File: src/rtl/core/md4_hash_engine_unit_macros.svh
// Assertion macros shared by the MD4 hash engine RTL.
// Depends on nothing; included by files that carry concurrent assertions.
`ifndef MD4_HASH_ENGINE_UNIT_MACROS_SVH
`define MD4_HASH_ENGINE_UNIT_MACROS_SVH

// Same-cycle implication, disabled while reset is asserted.
`define MD4HE_ASSERT_IMPLY(label, clk, rst_n, ante, cons) \
    label: assert property (@(posedge clk) disable iff (!rst_n) (ante) |-> (cons)) \
        else $error("md4he: same-cycle check failed");

// Next-cycle implication, disabled while reset is asserted.
`define MD4HE_ASSERT_NEXT(label, clk, rst_n, ante, cons) \
    label: assert property (@(posedge clk) disable iff (!rst_n) (ante) |=> (cons)) \
        else $error("md4he: next-cycle check failed");

`endif

File: src/rtl/core/md4he_pkg.sv
// Types, constants and step tables of the MD4 hash engine.
// Depends on nothing; used by the buffer, the compression and the top module.
package md4he_pkg;

    typedef logic [31:0] word_t;

    localparam word_t CHAIN_INIT [4] = '{32'h67452301, 32'hefcdab89,
                                         32'h98badcfe, 32'h10325476};
    localparam word_t K_ROUND_G = 32'h5a827999;
    localparam word_t K_ROUND_H = 32'h6ed9eba1;
    localparam logic [7:0] PAD_MARKER = 8'h80;

    localparam logic [5:0] LAST_STEP  = 6'd47;
    localparam logic [6:0] FULL_BLOCK = 7'd64;

    localparam logic [1:0] ROUND_F = 2'd0;
    localparam logic [1:0] ROUND_G = 2'd1;
    localparam logic [1:0] ROUND_H = 2'd2;

    localparam logic [4:0] F_ROT [4] = '{5'd3, 5'd7, 5'd11, 5'd19};
    localparam logic [4:0] G_ROT [4] = '{5'd3, 5'd5, 5'd9, 5'd13};
    localparam logic [4:0] H_ROT [4] = '{5'd3, 5'd9, 5'd11, 5'd15};

    // How the message word is built from the buffer during one compression.
    typedef struct packed {
        logic [6:0]  data_cnt;   // buffer bytes below this position are message
        logic        marker;     // put the pad marker at position data_cnt
        logic        length_on;  // put the bit length into the last eight bytes
        logic [63:0] bit_len;
    } pad_ctl_t;

    typedef struct packed {
        logic busy;
        logic done;
    } cmp_status_t;

    // Message word used by a step: round F in order, round G transposes the
    // 4x4 index grid, round H bit-reverses the index.
    function automatic logic [3:0] msg_index(input logic [5:0] step);
        logic [3:0] i;
        i = step[3:0];
        unique case (step[5:4])
            ROUND_F: return i;
            ROUND_G: return {i[1:0], i[3:2]};
            default: return {i[0], i[1], i[2], i[3]};
        endcase
    endfunction

    function automatic logic [4:0] rot_amount(input logic [5:0] step);
        unique case (step[5:4])
            ROUND_F: return F_ROT[step[1:0]];
            ROUND_G: return G_ROT[step[1:0]];
            default: return H_ROT[step[1:0]];
        endcase
    endfunction

    function automatic word_t round_fn(input logic [1:0] round,
                                       input word_t b, input word_t c, input word_t d);
        unique case (round)
            ROUND_F: return (b & c) | (~b & d);
            ROUND_G: return (b & c) | (b & d) | (c & d);
            default: return b ^ c ^ d;
        endcase
    endfunction

    function automatic word_t round_const(input logic [1:0] round);
        unique case (round)
            ROUND_F: return '0;
            ROUND_G: return K_ROUND_G;
            default: return K_ROUND_H;
        endcase
    endfunction

endpackage

File: src/rtl/core/md4he_if.sv
// Valid/ready channel interfaces of the MD4 hash engine: message bytes in,
// digest words out. Depends on nothing.
interface md4he_in_if;
    logic       valid;
    logic       ready;
    logic [7:0] data_byte;
    logic       byte_present;
    logic       end_of_message;

    modport source (output valid, output data_byte, output byte_present,
                    output end_of_message, input ready);
    modport sink (input valid, input data_byte, input byte_present,
                  input end_of_message, output ready);
endinterface

interface md4he_out_if;
    logic        valid;
    logic        ready;
    logic [31:0] digest_word;
    logic [1:0]  word_number;
    logic        last_word;

    modport source (output valid, output digest_word, output word_number,
                    output last_word, input ready);
    modport sink (input valid, input digest_word, input word_number,
                  input last_word, output ready);
endinterface

File: src/rtl/core/md4he_msg_buf.sv
// Block buffer of the MD4 hash engine: 16 x 32-bit memory with byte writes,
// a registered word read and the padding overlay. Depends on md4he_pkg.
module md4he_msg_buf (
    input  logic                 clk,
    input  logic                 wr_en,
    input  logic [5:0]           wr_addr,
    input  logic [7:0]           wr_data,
    input  logic                 rd_en,
    input  logic [3:0]           rd_word,
    input  md4he_pkg::pad_ctl_t  pad,
    output logic [31:0]          x_word
);
    import md4he_pkg::*;

    logic [3:0][7:0] mem [16];
    logic [31:0]     rd_data_reg;
    logic [3:0]      idx_reg;
    logic [3:0][7:0] rd_bytes;
    logic [3:0][7:0] x_bytes;

    always_ff @(posedge clk)
    begin
        if (wr_en)
        begin
            mem[wr_addr[5:2]][wr_addr[1:0]] <= wr_data;
        end
        if (rd_en)
        begin
            rd_data_reg <= mem[rd_word];
            idx_reg     <= rd_word;
        end
    end

    assign rd_bytes = rd_data_reg;

    // Bytes past the message are never taken from the memory, so stale or
    // unwritten entries do not leak into a padding block.
    always_comb
    begin
        logic [6:0] pos;
        for (int lane = 0; lane < 4; lane++)
        begin
            pos = {1'b0, idx_reg, 2'(lane)};
            if (pos < pad.data_cnt)
            begin
                x_bytes[lane] = rd_bytes[lane];
            end
            else if (pad.marker && (pos == pad.data_cnt))
            begin
                x_bytes[lane] = PAD_MARKER;
            end
            else if (pad.length_on && (pos[5:3] == 3'b111))
            begin
                x_bytes[lane] = pad.bit_len[{pos[2:0], 3'b000} +: 8];
            end
            else
            begin
                x_bytes[lane] = '0;
            end
        end
    end

    assign x_word = x_bytes;

endmodule

File: src/rtl/core/md4he_compress.sv
// MD4 compression: one shared step unit run through the 48 steps under a
// small sequencer, plus the four chaining words. Depends on md4he_pkg.
module md4he_compress (
    input  logic                    clk,
    input  logic                    rst_n,
    input  logic                    start,
    input  logic                    init,
    input  logic [31:0]             x_word,
    output logic                    rd_en,
    output logic [3:0]              rd_word,
    output md4he_pkg::cmp_status_t  status,
    output logic [3:0][31:0]        chain
);
    import md4he_pkg::*;

    typedef enum logic [3:0] {
        C_IDLE = 4'b0001,
        C_LOAD = 4'b0010,
        C_RUN  = 4'b0100,
        C_ADD  = 4'b1000
    } cmp_state_t;

    cmp_state_t       state_reg, state_next;
    logic [5:0]       step_reg, step_next;
    word_t            a_reg, a_next, b_reg, b_next, c_reg, c_next, d_reg, d_next;
    logic [3:0][31:0] chain_reg, chain_next;
    logic             done_reg, done_next;

    word_t       step_sum;
    logic [63:0] rot_wide;
    logic [4:0]  rot_s;
    logic [1:0]  round;

    assign round    = step_reg[5:4];
    assign rot_s    = rot_amount(step_reg);
    assign step_sum = a_reg + round_fn(round, b_reg, c_reg, d_reg) + x_word
                      + round_const(round);
    // The upper half of the doubled word shifted left is the rotation.
    assign rot_wide = {step_sum, step_sum} << rot_s;

    always_comb
    begin
        state_next = state_reg;
        step_next  = step_reg;
        a_next     = a_reg;
        b_next     = b_reg;
        c_next     = c_reg;
        d_next     = d_reg;
        chain_next = chain_reg;
        done_next  = 1'b0;
        rd_en      = 1'b0;
        rd_word    = msg_index(step_reg + 6'd1);

        unique case (state_reg)
            C_IDLE:
            begin
                if (start)
                begin
                    state_next = C_LOAD;
                end
            end
            C_LOAD:
            begin
                rd_en      = 1'b1;
                rd_word    = msg_index(6'd0);
                a_next     = chain_reg[0];
                b_next     = chain_reg[1];
                c_next     = chain_reg[2];
                d_next     = chain_reg[3];
                step_next  = '0;
                state_next = C_RUN;
            end
            C_RUN:
            begin
                // The word for the next step is fetched while this one runs.
                rd_en     = 1'b1;
                a_next    = d_reg;
                d_next    = c_reg;
                c_next    = b_reg;
                b_next    = rot_wide[63:32];
                step_next = step_reg + 6'd1;
                if (step_reg == LAST_STEP)
                begin
                    state_next = C_ADD;
                end
            end
            C_ADD:
            begin
                chain_next[0] = chain_reg[0] + a_reg;
                chain_next[1] = chain_reg[1] + b_reg;
                chain_next[2] = chain_reg[2] + c_reg;
                chain_next[3] = chain_reg[3] + d_reg;
                done_next     = 1'b1;
                state_next    = C_IDLE;
            end
            default:
            begin
                state_next = C_IDLE;
            end
        endcase

        if (init)
        begin
            for (int w = 0; w < 4; w++)
            begin
                chain_next[w] = CHAIN_INIT[w];
            end
        end
    end

    always_ff @(posedge clk or negedge rst_n)
    begin
        if (!rst_n)
        begin
            state_reg <= C_IDLE;
            done_reg  <= 1'b0;
            for (int w = 0; w < 4; w++)
            begin
                chain_reg[w] <= CHAIN_INIT[w];
            end
        end
        else
        begin
            state_reg <= state_next;
            done_reg  <= done_next;
            chain_reg <= chain_next;
        end
    end

    always_ff @(posedge clk)
    begin
        step_reg <= step_next;
        a_reg    <= a_next;
        b_reg    <= b_next;
        c_reg    <= c_next;
        d_reg    <= d_next;
    end

    assign status.busy = (state_reg != C_IDLE);
    assign status.done = done_reg;
    assign chain       = chain_reg;

endmodule

File: src/rtl/core/md4_hash_engine_unit.sv
// MD4 hash engine.
//
// Input channel msg_in carries one message byte per transaction, with
// byte_present to mark a real byte and end_of_message to close the message.
// Output channel digest_out carries the digest as four transactions, word 0
// first, last_word set on word 3; each word holds four digest bytes, the
// first byte in the low bits.
// A byte that does not complete a 64-byte block and carries no end mark is
// taken and msg_in stays ready. A byte that completes a block holds ready
// low while the shared step unit runs the 48 steps of the compression
// (one step per cycle, plus load, final add and handoff).
// At end of message the padding takes one compression, or two when 56 or
// more bytes are left in the buffer; the four digest words follow, one per
// cycle when the receiver is ready. A stalled receiver holds the current
// word steady and the engine waits; msg_in is not ready until word 3 is
// taken, after which the chaining words, byte count and block count are
// back at their initial values.
// Reset (rst_n, asynchronous, active low) restores the initial chaining
// words and empty counts; the buffer memory needs no clearing.
// Depends on md4he_pkg, md4he_if.sv, md4he_msg_buf and md4he_compress.
`include "md4_hash_engine_unit_macros.svh"

module md4_hash_engine_unit (
    input  logic            clk,
    input  logic            rst_n,
    md4he_in_if.sink        msg_in,
    md4he_out_if.source     digest_out
);
    import md4he_pkg::*;

    typedef enum logic [3:0] {
        T_IDLE  = 4'b0001,
        T_BLOCK = 4'b0010,
        T_PAD   = 4'b0100,
        T_OUT   = 4'b1000
    } top_state_t;

    localparam logic [5:0] LAST_FILL = 6'd63;
    localparam logic [1:0] LAST_WORD = 2'd3;

    top_state_t  state_reg, state_next;
    logic [5:0]  fill_reg, fill_next;
    // The bit length wraps at 64 bits, so only 55 bits of block count matter.
    logic [54:0] count_reg, count_next;
    logic        eom_reg, eom_next;
    logic        two_pass_reg, two_pass_next;
    logic        start_reg, start_next;
    logic [1:0]  word_reg, word_next;
    pad_ctl_t    pad_reg, pad_next;

    logic             accept_in;
    logic             accept_out;
    logic             init_chain;
    logic [6:0]       fill_inc;
    logic [5:0]       pad_n;
    pad_ctl_t         pad_first;
    pad_ctl_t         pad_full;
    logic             rd_en;
    logic [3:0]       rd_word;
    logic [31:0]      x_word;
    cmp_status_t      cstat;
    logic [3:0][31:0] chain;

    assign accept_in  = msg_in.valid && msg_in.ready;
    assign accept_out = digest_out.valid && digest_out.ready;
    assign fill_inc   = {1'b0, fill_reg} + 7'd1;

    // Byte count that the padding starts from: the byte of this transaction
    // is already counted when it arrives together with the end mark.
    assign pad_n = ((state_reg == T_IDLE) && msg_in.byte_present) ? fill_inc[5:0]
                                                                   : fill_reg;

    assign pad_first.data_cnt  = {1'b0, pad_n};
    assign pad_first.marker    = 1'b1;
    assign pad_first.length_on = (pad_n[5:3] != 3'b111);
    assign pad_first.bit_len   = {count_reg, pad_n, 3'b000};

    assign pad_full.data_cnt  = FULL_BLOCK;
    assign pad_full.marker    = 1'b0;
    assign pad_full.length_on = 1'b0;
    assign pad_full.bit_len   = '0;

    always_comb
    begin
        state_next    = state_reg;
        fill_next     = fill_reg;
        count_next    = count_reg;
        eom_next      = eom_reg;
        two_pass_next = two_pass_reg;
        start_next    = 1'b0;
        word_next     = word_reg;
        pad_next      = pad_reg;
        init_chain    = 1'b0;

        unique case (state_reg)
            T_IDLE:
            begin
                if (accept_in)
                begin
                    eom_next = msg_in.end_of_message;
                    if (msg_in.byte_present && (fill_reg == LAST_FILL))
                    begin
                        fill_next  = '0;
                        count_next = count_reg + 55'd1;
                        pad_next   = pad_full;
                        start_next = 1'b1;
                        state_next = T_BLOCK;
                    end
                    else
                    begin
                        if (msg_in.byte_present)
                        begin
                            fill_next = fill_inc[5:0];
                        end
                        if (msg_in.end_of_message)
                        begin
                            pad_next      = pad_first;
                            two_pass_next = !pad_first.length_on;
                            start_next    = 1'b1;
                            state_next    = T_PAD;
                        end
                    end
                end
            end
            T_BLOCK:
            begin
                if (cstat.done)
                begin
                    if (eom_reg)
                    begin
                        pad_next      = pad_first;
                        two_pass_next = !pad_first.length_on;
                        start_next    = 1'b1;
                        state_next    = T_PAD;
                    end
                    else
                    begin
                        state_next = T_IDLE;
                    end
                end
            end
            T_PAD:
            begin
                if (cstat.done)
                begin
                    if (two_pass_reg)
                    begin
                        // Second padding block: zeros and the bit length only.
                        pad_next.data_cnt  = '0;
                        pad_next.marker    = 1'b0;
                        pad_next.length_on = 1'b1;
                        two_pass_next      = 1'b0;
                        start_next         = 1'b1;
                    end
                    else
                    begin
                        word_next  = '0;
                        state_next = T_OUT;
                    end
                end
            end
            T_OUT:
            begin
                if (accept_out)
                begin
                    word_next = word_reg + 2'd1;
                    if (word_reg == LAST_WORD)
                    begin
                        init_chain = 1'b1;
                        fill_next  = '0;
                        count_next = '0;
                        state_next = T_IDLE;
                    end
                end
            end
            default:
            begin
                state_next = T_IDLE;
            end
        endcase
    end

    always_ff @(posedge clk or negedge rst_n)
    begin
        if (!rst_n)
        begin
            state_reg    <= T_IDLE;
            fill_reg     <= '0;
            count_reg    <= '0;
            eom_reg      <= 1'b0;
            two_pass_reg <= 1'b0;
            start_reg    <= 1'b0;
            word_reg     <= '0;
        end
        else
        begin
            state_reg    <= state_next;
            fill_reg     <= fill_next;
            count_reg    <= count_next;
            eom_reg      <= eom_next;
            two_pass_reg <= two_pass_next;
            start_reg    <= start_next;
            word_reg     <= word_next;
        end
    end

    always_ff @(posedge clk)
    begin
        pad_reg <= pad_next;
    end

    md4he_msg_buf u_buf (
        .clk     (clk),
        .wr_en   (accept_in && msg_in.byte_present),
        .wr_addr (fill_reg),
        .wr_data (msg_in.data_byte),
        .rd_en   (rd_en),
        .rd_word (rd_word),
        .pad     (pad_reg),
        .x_word  (x_word)
    );

    md4he_compress u_cmp (
        .clk     (clk),
        .rst_n   (rst_n),
        .start   (start_reg),
        .init    (init_chain),
        .x_word  (x_word),
        .rd_en   (rd_en),
        .rd_word (rd_word),
        .status  (cstat),
        .chain   (chain)
    );

    assign msg_in.ready           = (state_reg == T_IDLE);
    assign digest_out.valid       = (state_reg == T_OUT);
    assign digest_out.digest_word = chain[word_reg];
    assign digest_out.word_number = word_reg;
    assign digest_out.last_word   = (word_reg == LAST_WORD);

    `MD4HE_ASSERT_IMPLY(a_ready_unit_idle, clk, rst_n, msg_in.ready, !cstat.busy)
    `MD4HE_ASSERT_IMPLY(a_done_when_waiting, clk, rst_n, cstat.done, (state_reg == T_BLOCK) || (state_reg == T_PAD))
    `MD4HE_ASSERT_NEXT(a_start_takes_unit, clk, rst_n, start_reg, cstat.busy)
    `MD4HE_ASSERT_NEXT(a_clean_after_digest, clk, rst_n, accept_out && digest_out.last_word, (fill_reg == 6'd0) && (count_reg == 55'd0) && msg_in.ready)

endmodule
File: src/flat_wrapper.sv
// flat-port wrapper written by rule: the top's interface ports become plain ports
module md4_hash_engine_unit_flat import md4he_pkg::*;
  (clk, rst_n, msg_in_valid, msg_in_data_byte, msg_in_byte_present, msg_in_end_of_message, msg_in_ready, digest_out_valid, digest_out_digest_word, digest_out_word_number, digest_out_last_word, digest_out_ready);
  md4he_in_if msg_in_i ();
  md4he_out_if digest_out_i ();
  input  logic clk;
  input  logic rst_n;
  input wire logic [$bits(msg_in_i.valid)-1:0] msg_in_valid;
  input wire logic [$bits(msg_in_i.data_byte)-1:0] msg_in_data_byte;
  input wire logic [$bits(msg_in_i.byte_present)-1:0] msg_in_byte_present;
  input wire logic [$bits(msg_in_i.end_of_message)-1:0] msg_in_end_of_message;
  output wire logic [$bits(msg_in_i.ready)-1:0] msg_in_ready;
  output wire logic [$bits(digest_out_i.valid)-1:0] digest_out_valid;
  output wire logic [$bits(digest_out_i.digest_word)-1:0] digest_out_digest_word;
  output wire logic [$bits(digest_out_i.word_number)-1:0] digest_out_word_number;
  output wire logic [$bits(digest_out_i.last_word)-1:0] digest_out_last_word;
  input wire logic [$bits(digest_out_i.ready)-1:0] digest_out_ready;
  assign msg_in_i.valid = msg_in_valid;
  assign msg_in_i.data_byte = msg_in_data_byte;
  assign msg_in_i.byte_present = msg_in_byte_present;
  assign msg_in_i.end_of_message = msg_in_end_of_message;
  assign msg_in_ready = msg_in_i.ready;
  assign digest_out_valid = digest_out_i.valid;
  assign digest_out_digest_word = digest_out_i.digest_word;
  assign digest_out_word_number = digest_out_i.word_number;
  assign digest_out_last_word = digest_out_i.last_word;
  assign digest_out_i.ready = digest_out_ready;
  md4_hash_engine_unit u_core (.clk(clk), .rst_n(rst_n), .msg_in(msg_in_i), .digest_out(digest_out_i));
endmodule
File: config.mk
export PLATFORM = sky130hd
export DESIGN_NAME = md4_hash_engine_unit_flat
export DESIGN_NICKNAME = d
export VERILOG_FILES = /design/src/rtl/core/md4he_pkg.sv /design/src/rtl/core/md4he_if.sv /design/src/rtl/core/md4he_msg_buf.sv /design/src/rtl/core/md4he_compress.sv /design/src/rtl/core/md4_hash_engine_unit.sv /design/src/flat_wrapper.sv
export VERILOG_INCLUDE_DIRS = /design/src /design/src/rtl/core
export SDC_FILE = /design/constraint.sdc
export NUM_CORES = 2
export LEC_CHECK = 0
export BUFFER_PORTS_ARGS = -buffer_cell sky130_fd_sc_hd__buf_4
export CORE_AREA = 2 2 371 373
export DETAILED_ROUTE_END_ITERATION = 7
export DIE_AREA = 0 0 373 375
export GPL_ROUTABILITY_DRIVEN = 1
export PLACE_DENSITY = 0.49
export SETUP_SLACK_MARGIN = 0.05
export SKIP_LAST_GASP = 1
export SLEW_MARGIN = 20
export SYNTH_ARGS = -nofsm -noshare
export SYNTH_HDL_FRONTEND = slang
export SYNTH_SLANG_ARGS = --single-unit
File: constraint.sdc
create_clock -name clk -period 10.3 [get_ports clk]
set_clock_uncertainty 0.2 [all_clocks]
set_input_delay 0.515 -clock clk [delete_from_list [all_inputs] [get_ports clk]]
set_output_delay 0.515 -clock clk [all_outputs]
set_load 0.01 [all_outputs]
== Word level (Yosys, flattened, before mapping) ==
Memories as Yosys holds them, arrays and structs flattened. A register that Yosys moved wholly into a read port is not among the register bits.
Cells that the tools add are included.
W data, S select, Z words.

* Register bits: 414
* Logic and storage cells: 220
* Output and inout port bits: 37
* Memory bits (writable): 512
* Memories kept: 1

{| class="wikitable"
|+ Memories
! name !! depth !! bits a word !! read ports !! clocked after Yosys merged registers in !! write ports !! RTL line !! text
|-
| u_core.u_buf.mem || 16 || 32 || 1 || 1 || 1 || md4he_msg_buf.sv:15 || <nowiki>logic [3:0][7:0] mem [16];</nowiki>
|}

* $lt $le $gt $ge: 8
* Multiplexer cells: 97
* $add $sub $neg: 11
* Bitwise operators: 11
* Reduce and logical (&&, ||, !) cells: 30
* Equality and inequality tests: 34
* Shifts and indexed selects: 5

{| class="wikitable"
|+ Operator list
! cell !! number
|-
| $mux W73 || 5
|-
| $pmux W32 S2 || 5
|-
| $mux W128 || 2
|-
| $shiftx A64 B7 Y8 || 4
|-
| $add A32 B32 Y32 || 7
|-
| $mux W55 || 4
|-
| $and A32 B32 Y32 || 4
|-
| $pmux W64 S2 || 1
|-
| $pmux W55 S2 || 1
|-
| $mux W8 || 13
|-
| $or A32 B32 Y32 || 3
|-
| $bmux W32 S2 || 1
|-
| $mux W32 || 2
|-
| $shl A64 B5 Y64 || 1
|-
| $xor A32 B32 Y32 || 2
|-
| $pmux W31 S2 || 1
|-
| $add A55 B1 Y55 const B || 1
|-
| $mux W4 || 11
|-
| $mux W6 || 6
|-
| $not A32 Y32 || 1
|-
| $bmux W5 S2 || 3
|-
| $mux W5 || 6
|-
| $eq A6 B7 Y1 || 4
|-
| $lt A6 B7 Y1 || 4
|-
| other kinds (40) || 104
|}

== Logic depth before layout (Yosys ltp) ==
* Word-level depth: 9
* Gate-level depth with buffers: 28

== Hierarchy ==
Synthesis repeated with hierarchy kept, for this count alone.

* Cells, all modules: 4,581
* Area, all modules: 53,162.2 µm²

{| class="wikitable"
|+ Modules (own cells, without submodules)
! module !! instances !! cells an instance !! area each (µm²)
|-
| md4he_compress || 1 || 2,881 || 24,056.8
|-
| md4he_msg_buf || 1 || 1,053 || 21,725.8
|-
| md4_hash_engine_unit || 1 || 647 || 7,379.6
|}

== Least setup slack after synthesis ==
Ideal clock, no wire load.

* Path kind: register -> register
* Start point: register u_core.u_buf.idx_reg[0]
* End point: register u_core.u_cmp.b_reg[12] (data pin)
* Arrival time: 6.589 ns
* Cell stages (with the launch flop): 27
* Data required time: 9.831 ns
* Library setup time: 0.269 ns
* Path slack: 3.242 ns
* Period minus slack after synthesis: 7.058 ns
* Path through: edfxtp_1 clkbuf_1 clkbuf_1 clkbuf_1 inv_1 ha_1 nand2b_1 nand2b_1 a21oi_1 o31a_1 clkbuf_1 or3_1 clkbuf_1 o21ai_0 fa_1 fa_1 ha_1 clkbuf_1 nor2b_1 or3_1 a311o_1 and2_0 a211o_1 mux2i_1 nand2_1 a311oi_1 o31ai_1

* Cells in the longest elaborated chain, start to end: 8
* Elaborated cells on any way between the ends: 32

{| class="wikitable"
|+ Ends and longest elaborated chain
! element !! RTL line !! text
|-
| start, declared || md4he_msg_buf.sv:17 || <nowiki>logic [3:0] idx_reg;</nowiki>
|-
| start signal, assigned || md4he_msg_buf.sv:30 || <nowiki>idx_reg <= rd_word;</nowiki>
|-
| $shiftx A64 B7 Y8 or $eq A6 B7 Y1 (tied branches) || md4he_msg_buf.sv:54, md4he_msg_buf.sv:48 ||
|-
| $mux W8 or $logic_and A1 B1 Y1 (tied branches) || md4he_msg_buf.sv:52, md4he_msg_buf.sv:48 ||
|-
| $mux W8 || md4he_msg_buf.sv:48 || <nowiki>else if (pad.marker && (pos == pad.data_cnt))</nowiki>
|-
| $mux W8 || md4he_msg_buf.sv:44 || <nowiki>if (pos < pad.data_cnt)</nowiki>
|-
| $add A32 B32 Y32 * || md4he_compress.sv:36 || <nowiki>assign step_sum = a_reg + round_fn(round, b_reg, c_reg, d_reg) + x_word</nowiki>
|-
| $add A32 B32 Y32 * || md4he_compress.sv:37 || <nowiki>+ round_const(round);</nowiki>
|-
| $shl A64 B5 Y64 * || md4he_compress.sv:39 || <nowiki>assign rot_wide = {step_sum, step_sum} << rot_s;</nowiki>
|-
| $pmux W32 S2 * || md4he_compress.sv:54 || <nowiki>unique case (state_reg)</nowiki>
|-
| named net u_core.u_cmp.b_next[12] || md4he_compress.sv:25 || <nowiki>word_t a_reg, a_next, b_reg, b_next, c_reg, c_next, d_reg, d_next;</nowiki>
|-
| end signal, assigned || md4he_compress.sv:134 || <nowiki>b_reg <= b_next;</nowiki>
|-
| end, declared || md4he_compress.sv:25 ||
|}

Mark *: on every way through the listed nets, which the timed path passes. The rest lies on a longest branch.
A chain may end at the register's enable or synchronous reset.

== Final worst setup path ==
* Start point: register u_core.u_buf.idx_reg[0]
* End point: register u_core.u_cmp.b_reg[21] (data pin)

The elaborated chain is that of the path after synthesis.

==> metrics.md <==
| Metric | Value |
|---|---|
| Status | `finished clean` |
| Final nets | `5334` |
| Final wirelength | `167000 um` |
| Element type at the critical path start | `register` |
| Max_cap viols | `0` |
| Top Ports | `51` |
| Primary FF master, synth | `edfxtp_1` |
| Family with the most delay on the worst path | `compound AO/OA/AOI/OAI gates` |
| Syn_nets | `5381` |
| Storage element area | `27700 sq um` |
| Iteration-0 DRC Markers | `3011` |
| Post-synth EDFFs | `752` |
| Buf/Inv on CP | `2` |
| Worst rel slew slack | `26.1%` |
| DIE AREA | `140000 sq um` |
| Via-per-instance ratio | `5.59` |
| Gpl congestion | `0.891` |
| Worst skew pair latency | `760 ps` |
| Clk slew on worst S/H paths | `60 ps` |
| Area of the multi-input gates | `23200 sq um` |
| Reg-to-Reg Start | `u_core.u_buf.idx_reg[0]$_DFFE_PN_` |
| Ys Warns | `0` |
| CTS H-Tree Depth | `3` |
| CTS tree | `yes` |
| WHS | `68.6 ps` |
| Req. time, crit path | `10640 ps` |
| Largest stage delay, worst path | `650 ps` |
| # fillers | `13000` |
| Total gr overflow | `0` |
| WS Path Type | `reg2reg` |
| Synth Cell Area | `52700 sq um` |
| Asr flop ratio synth | `21.3%` |
| Synthesized instance count | `5099` |
| Hold Path Depth | `5` |
| Max Fclk | `139 MHz` |
| Largest net degree at the start of global routing | `131` |
| Worst Hold Launch | `msg_in_byte_present` |
| Hpwl dp | `114000 um` |
| Cell mode on critical path | `o21ai_0` |
| Yosys cell types | `100` |
| WP data arrival | `7540 ps` |
| Flop-to-flop setup slack | `3110 ps` |
| Crit-path max FO | `34` |
| DRT Pass-1 Iters | `7` |
| Die W | `373 um` |
| Initial antenna violation count | `1` |
| Vias | `38800` |
| CP endpoint kind | `register` |
| Period utilisation layout | `69.8%` |
| Synth Area per Inst | `10.3 sq um` |
| GRT Overall Usage | `23.7%` |
| Routed Antenna Nets | `0` |
| Inserted Clock Buffers | `108` |
| Core footprint | `136000 sq um` |
| LEAKAGE | `22.5 nW` |
| Final Hold Fails | `0` |
| Area Growth Syn to Fin | `11.0%` |
| Slew Viols, Final | `0` |
| Setup TNS | `0 ps` |
| Final Setup Violations | `0` |
| Max reg flops | `512` |
| Post-CTS Resized | `0` |
| Commonest non-fill, non-tap cell in the layout | `nand2_1` |
| DR WL/cell | `24.0 um` |
| IO Port Bufs | `50` |
| Hold Crit Endpoint | `u_core.fill_reg[4]$_DFFE_PN0P_` |
| R2r worst-path depth | `22` |
| Initial core utilization | `38.7%` |
| PD cells | `176 nW/um^2` |
| Row count | `136` |
| Number of synthesized register bits | `955` |
| Fraction of layout cells with a size suffix above 1 | `8.37%` |
| Drt drc | `0` |
| Root Driver | `clkbuf_16` |
| Maximum clock insertion buffer count | `3` |
| First-pass GRT wire length | `253000 um` |
| Sink Count | `955` |
| RSZ-0062 raised after global routing | `no` |
| Worst Hold Class | `in2reg` |
| CP Cell Sequence | `buf_4, inv_1, ha_1, nand2b_1, nand2b_1, a21oi_1, o31a_1, or3_1, o21ai_0, fa_1, fa_1, ha_1, nand2_1, o21ai_0, or3_1, o21ai_0, a221oi_1, nor2_1, o21bai_1, o21ai_0, a21oi_1, a221oi_1` |
| Slew @ Worst Pin | `1100 ps` |
| Vias in the first global route | `37900` |
| Post-CTS Hold Buffers | `6` |
| Most frequent cells in the layout | `1047 x nand2_1, 752 x edfxtp_1, 332 x nand3_1` |
| Worst path slowest cell | `a21oi_1` |
| Die Ht | `375 um` |
| Sequential fraction of the synthesis area | `52.7%` |
| Max IR drop VDD | `0.148 mV` |
| Critical R2R Capture | `u_core.u_cmp.b_reg[21]$_DFFE_PN_` |
| Post-CTS Setup Repair Bufs | `0` |
| Fin crit period | `7190 ps` |
==> how the worst max path moves through the flow <==
stage                                                 start                               end  slack [ps]  cells after the start
after floorplan           u_core.u_buf.idx_reg[0]$_DFFE_PN_  u_core.u_cmp.b_reg[12]$_DFFE_PN_        3240                     26
after global placement    u_core.u_buf.idx_reg[0]$_DFFE_PN_  u_core.u_cmp.b_reg[12]$_DFFE_PN_        3220                     22
after detailed placement  u_core.u_buf.idx_reg[0]$_DFFE_PN_   u_core.u_cmp.b_reg[3]$_DFFE_PN_        3100                     22
after CTS                 u_core.u_buf.idx_reg[0]$_DFFE_PN_   u_core.u_cmp.b_reg[3]$_DFFE_PN_        3080                     22
after global routing      u_core.u_buf.idx_reg[0]$_DFFE_PN_   u_core.u_cmp.b_reg[3]$_DFFE_PN_        2510                     22
final                     u_core.u_buf.idx_reg[0]$_DFFE_PN_  u_core.u_cmp.b_reg[21]$_DFFE_PN_        3110                     22
==> stage by stage <==
step                area (sq um)  utilization [%]  std cells  power, mW  worst slack (ps)
floorplan                  52700                -       5099       5.73              3240
global placement           54800             40.2       6730       6.46              3220
detailed placement         54800             40.2       6730       6.45              3100
CTS                        58500             42.9       6942       10.4              3080
global route               58500             42.9       6942       10.7              2510
finish                     58500             42.9       6943       10.3              3110
==> power breakdown <==
group / total [mW] / switching (mW) / internal, mW
sequential: 4.33 / 0.0710 / 4.26
clock: 3.93 / 1.71 / 2.21
combinational: 2.05 / 1.40 / 0.649
total: 10.3 / 3.19 / 7.13
==> tightest hold or removal path, stage by stage <==
cell and delay (ps):
buf_4 130, nand2_1 70, nor2_1 130, nand2_1 80, o21ai_0 60
==> area by class of cell <==
cell class                      count  area share, %
Sequential cell                   955           47.5
Multi-Input combinational cell   3674           39.7
Clock buffer                      134           4.91
Tap cell                         1794           3.84
Timing Repair Buffer              111           1.53
Inverter                          202           1.32
Clock inverter                     72           1.20
Antenna cell                        1        0.00428
==> per-layer routing <==
layer  share of wire, %  track usage, %
met5             0.0048               0
met4                2.7            6.33
met3                4.1            2.98
met1                 46            33.2
met2                 47            38.8
==> kinds of logic (layout without fill, tap and decap cells) <==
group,count (synthesis),after routing,synth area share (%)
and+or+nand+nor,2042,2042,17.2
AOI/OAI and AO/OA,1057,1057,12.9
DFF,955,955,52.7
buffers and inverters,470,519,3.40
adders and majority gates,268,268,7.66
xor gates and xnor gates,183,183,3.04
muxes,124,124,3.15
other,0,1,0
==> cells in the mapped netlist, types with 41 or more instances <==
cell type  number  area share, %
nor3_1         53           0.50
nand2_1      1051            7.5
nor2_1        302            2.2
a21o_1         49           0.70
o21a_1         47           0.67
fa_1           91            3.5
inv_1         199            1.4
a211oi_1       41           0.58
o211ai_1       82            1.2
xnor2_1       103            1.7
a31oi_1        51           0.61
a21oi_1       262            2.5
ha_1          177            4.2
nor2b_1        73           0.87
xor2_1         80            1.3
a311oi_1       76            1.3
clkbuf_1      214            1.5
nand3_1       332            3.2
dfrtp_1       137            6.5
o21ai_0       277            2.6
mux2i_1        78            1.5
dfstp_2        66            3.3
edfxtp_1      752             43
and3_1         63           0.75
(Power assumes the default switching activity.)
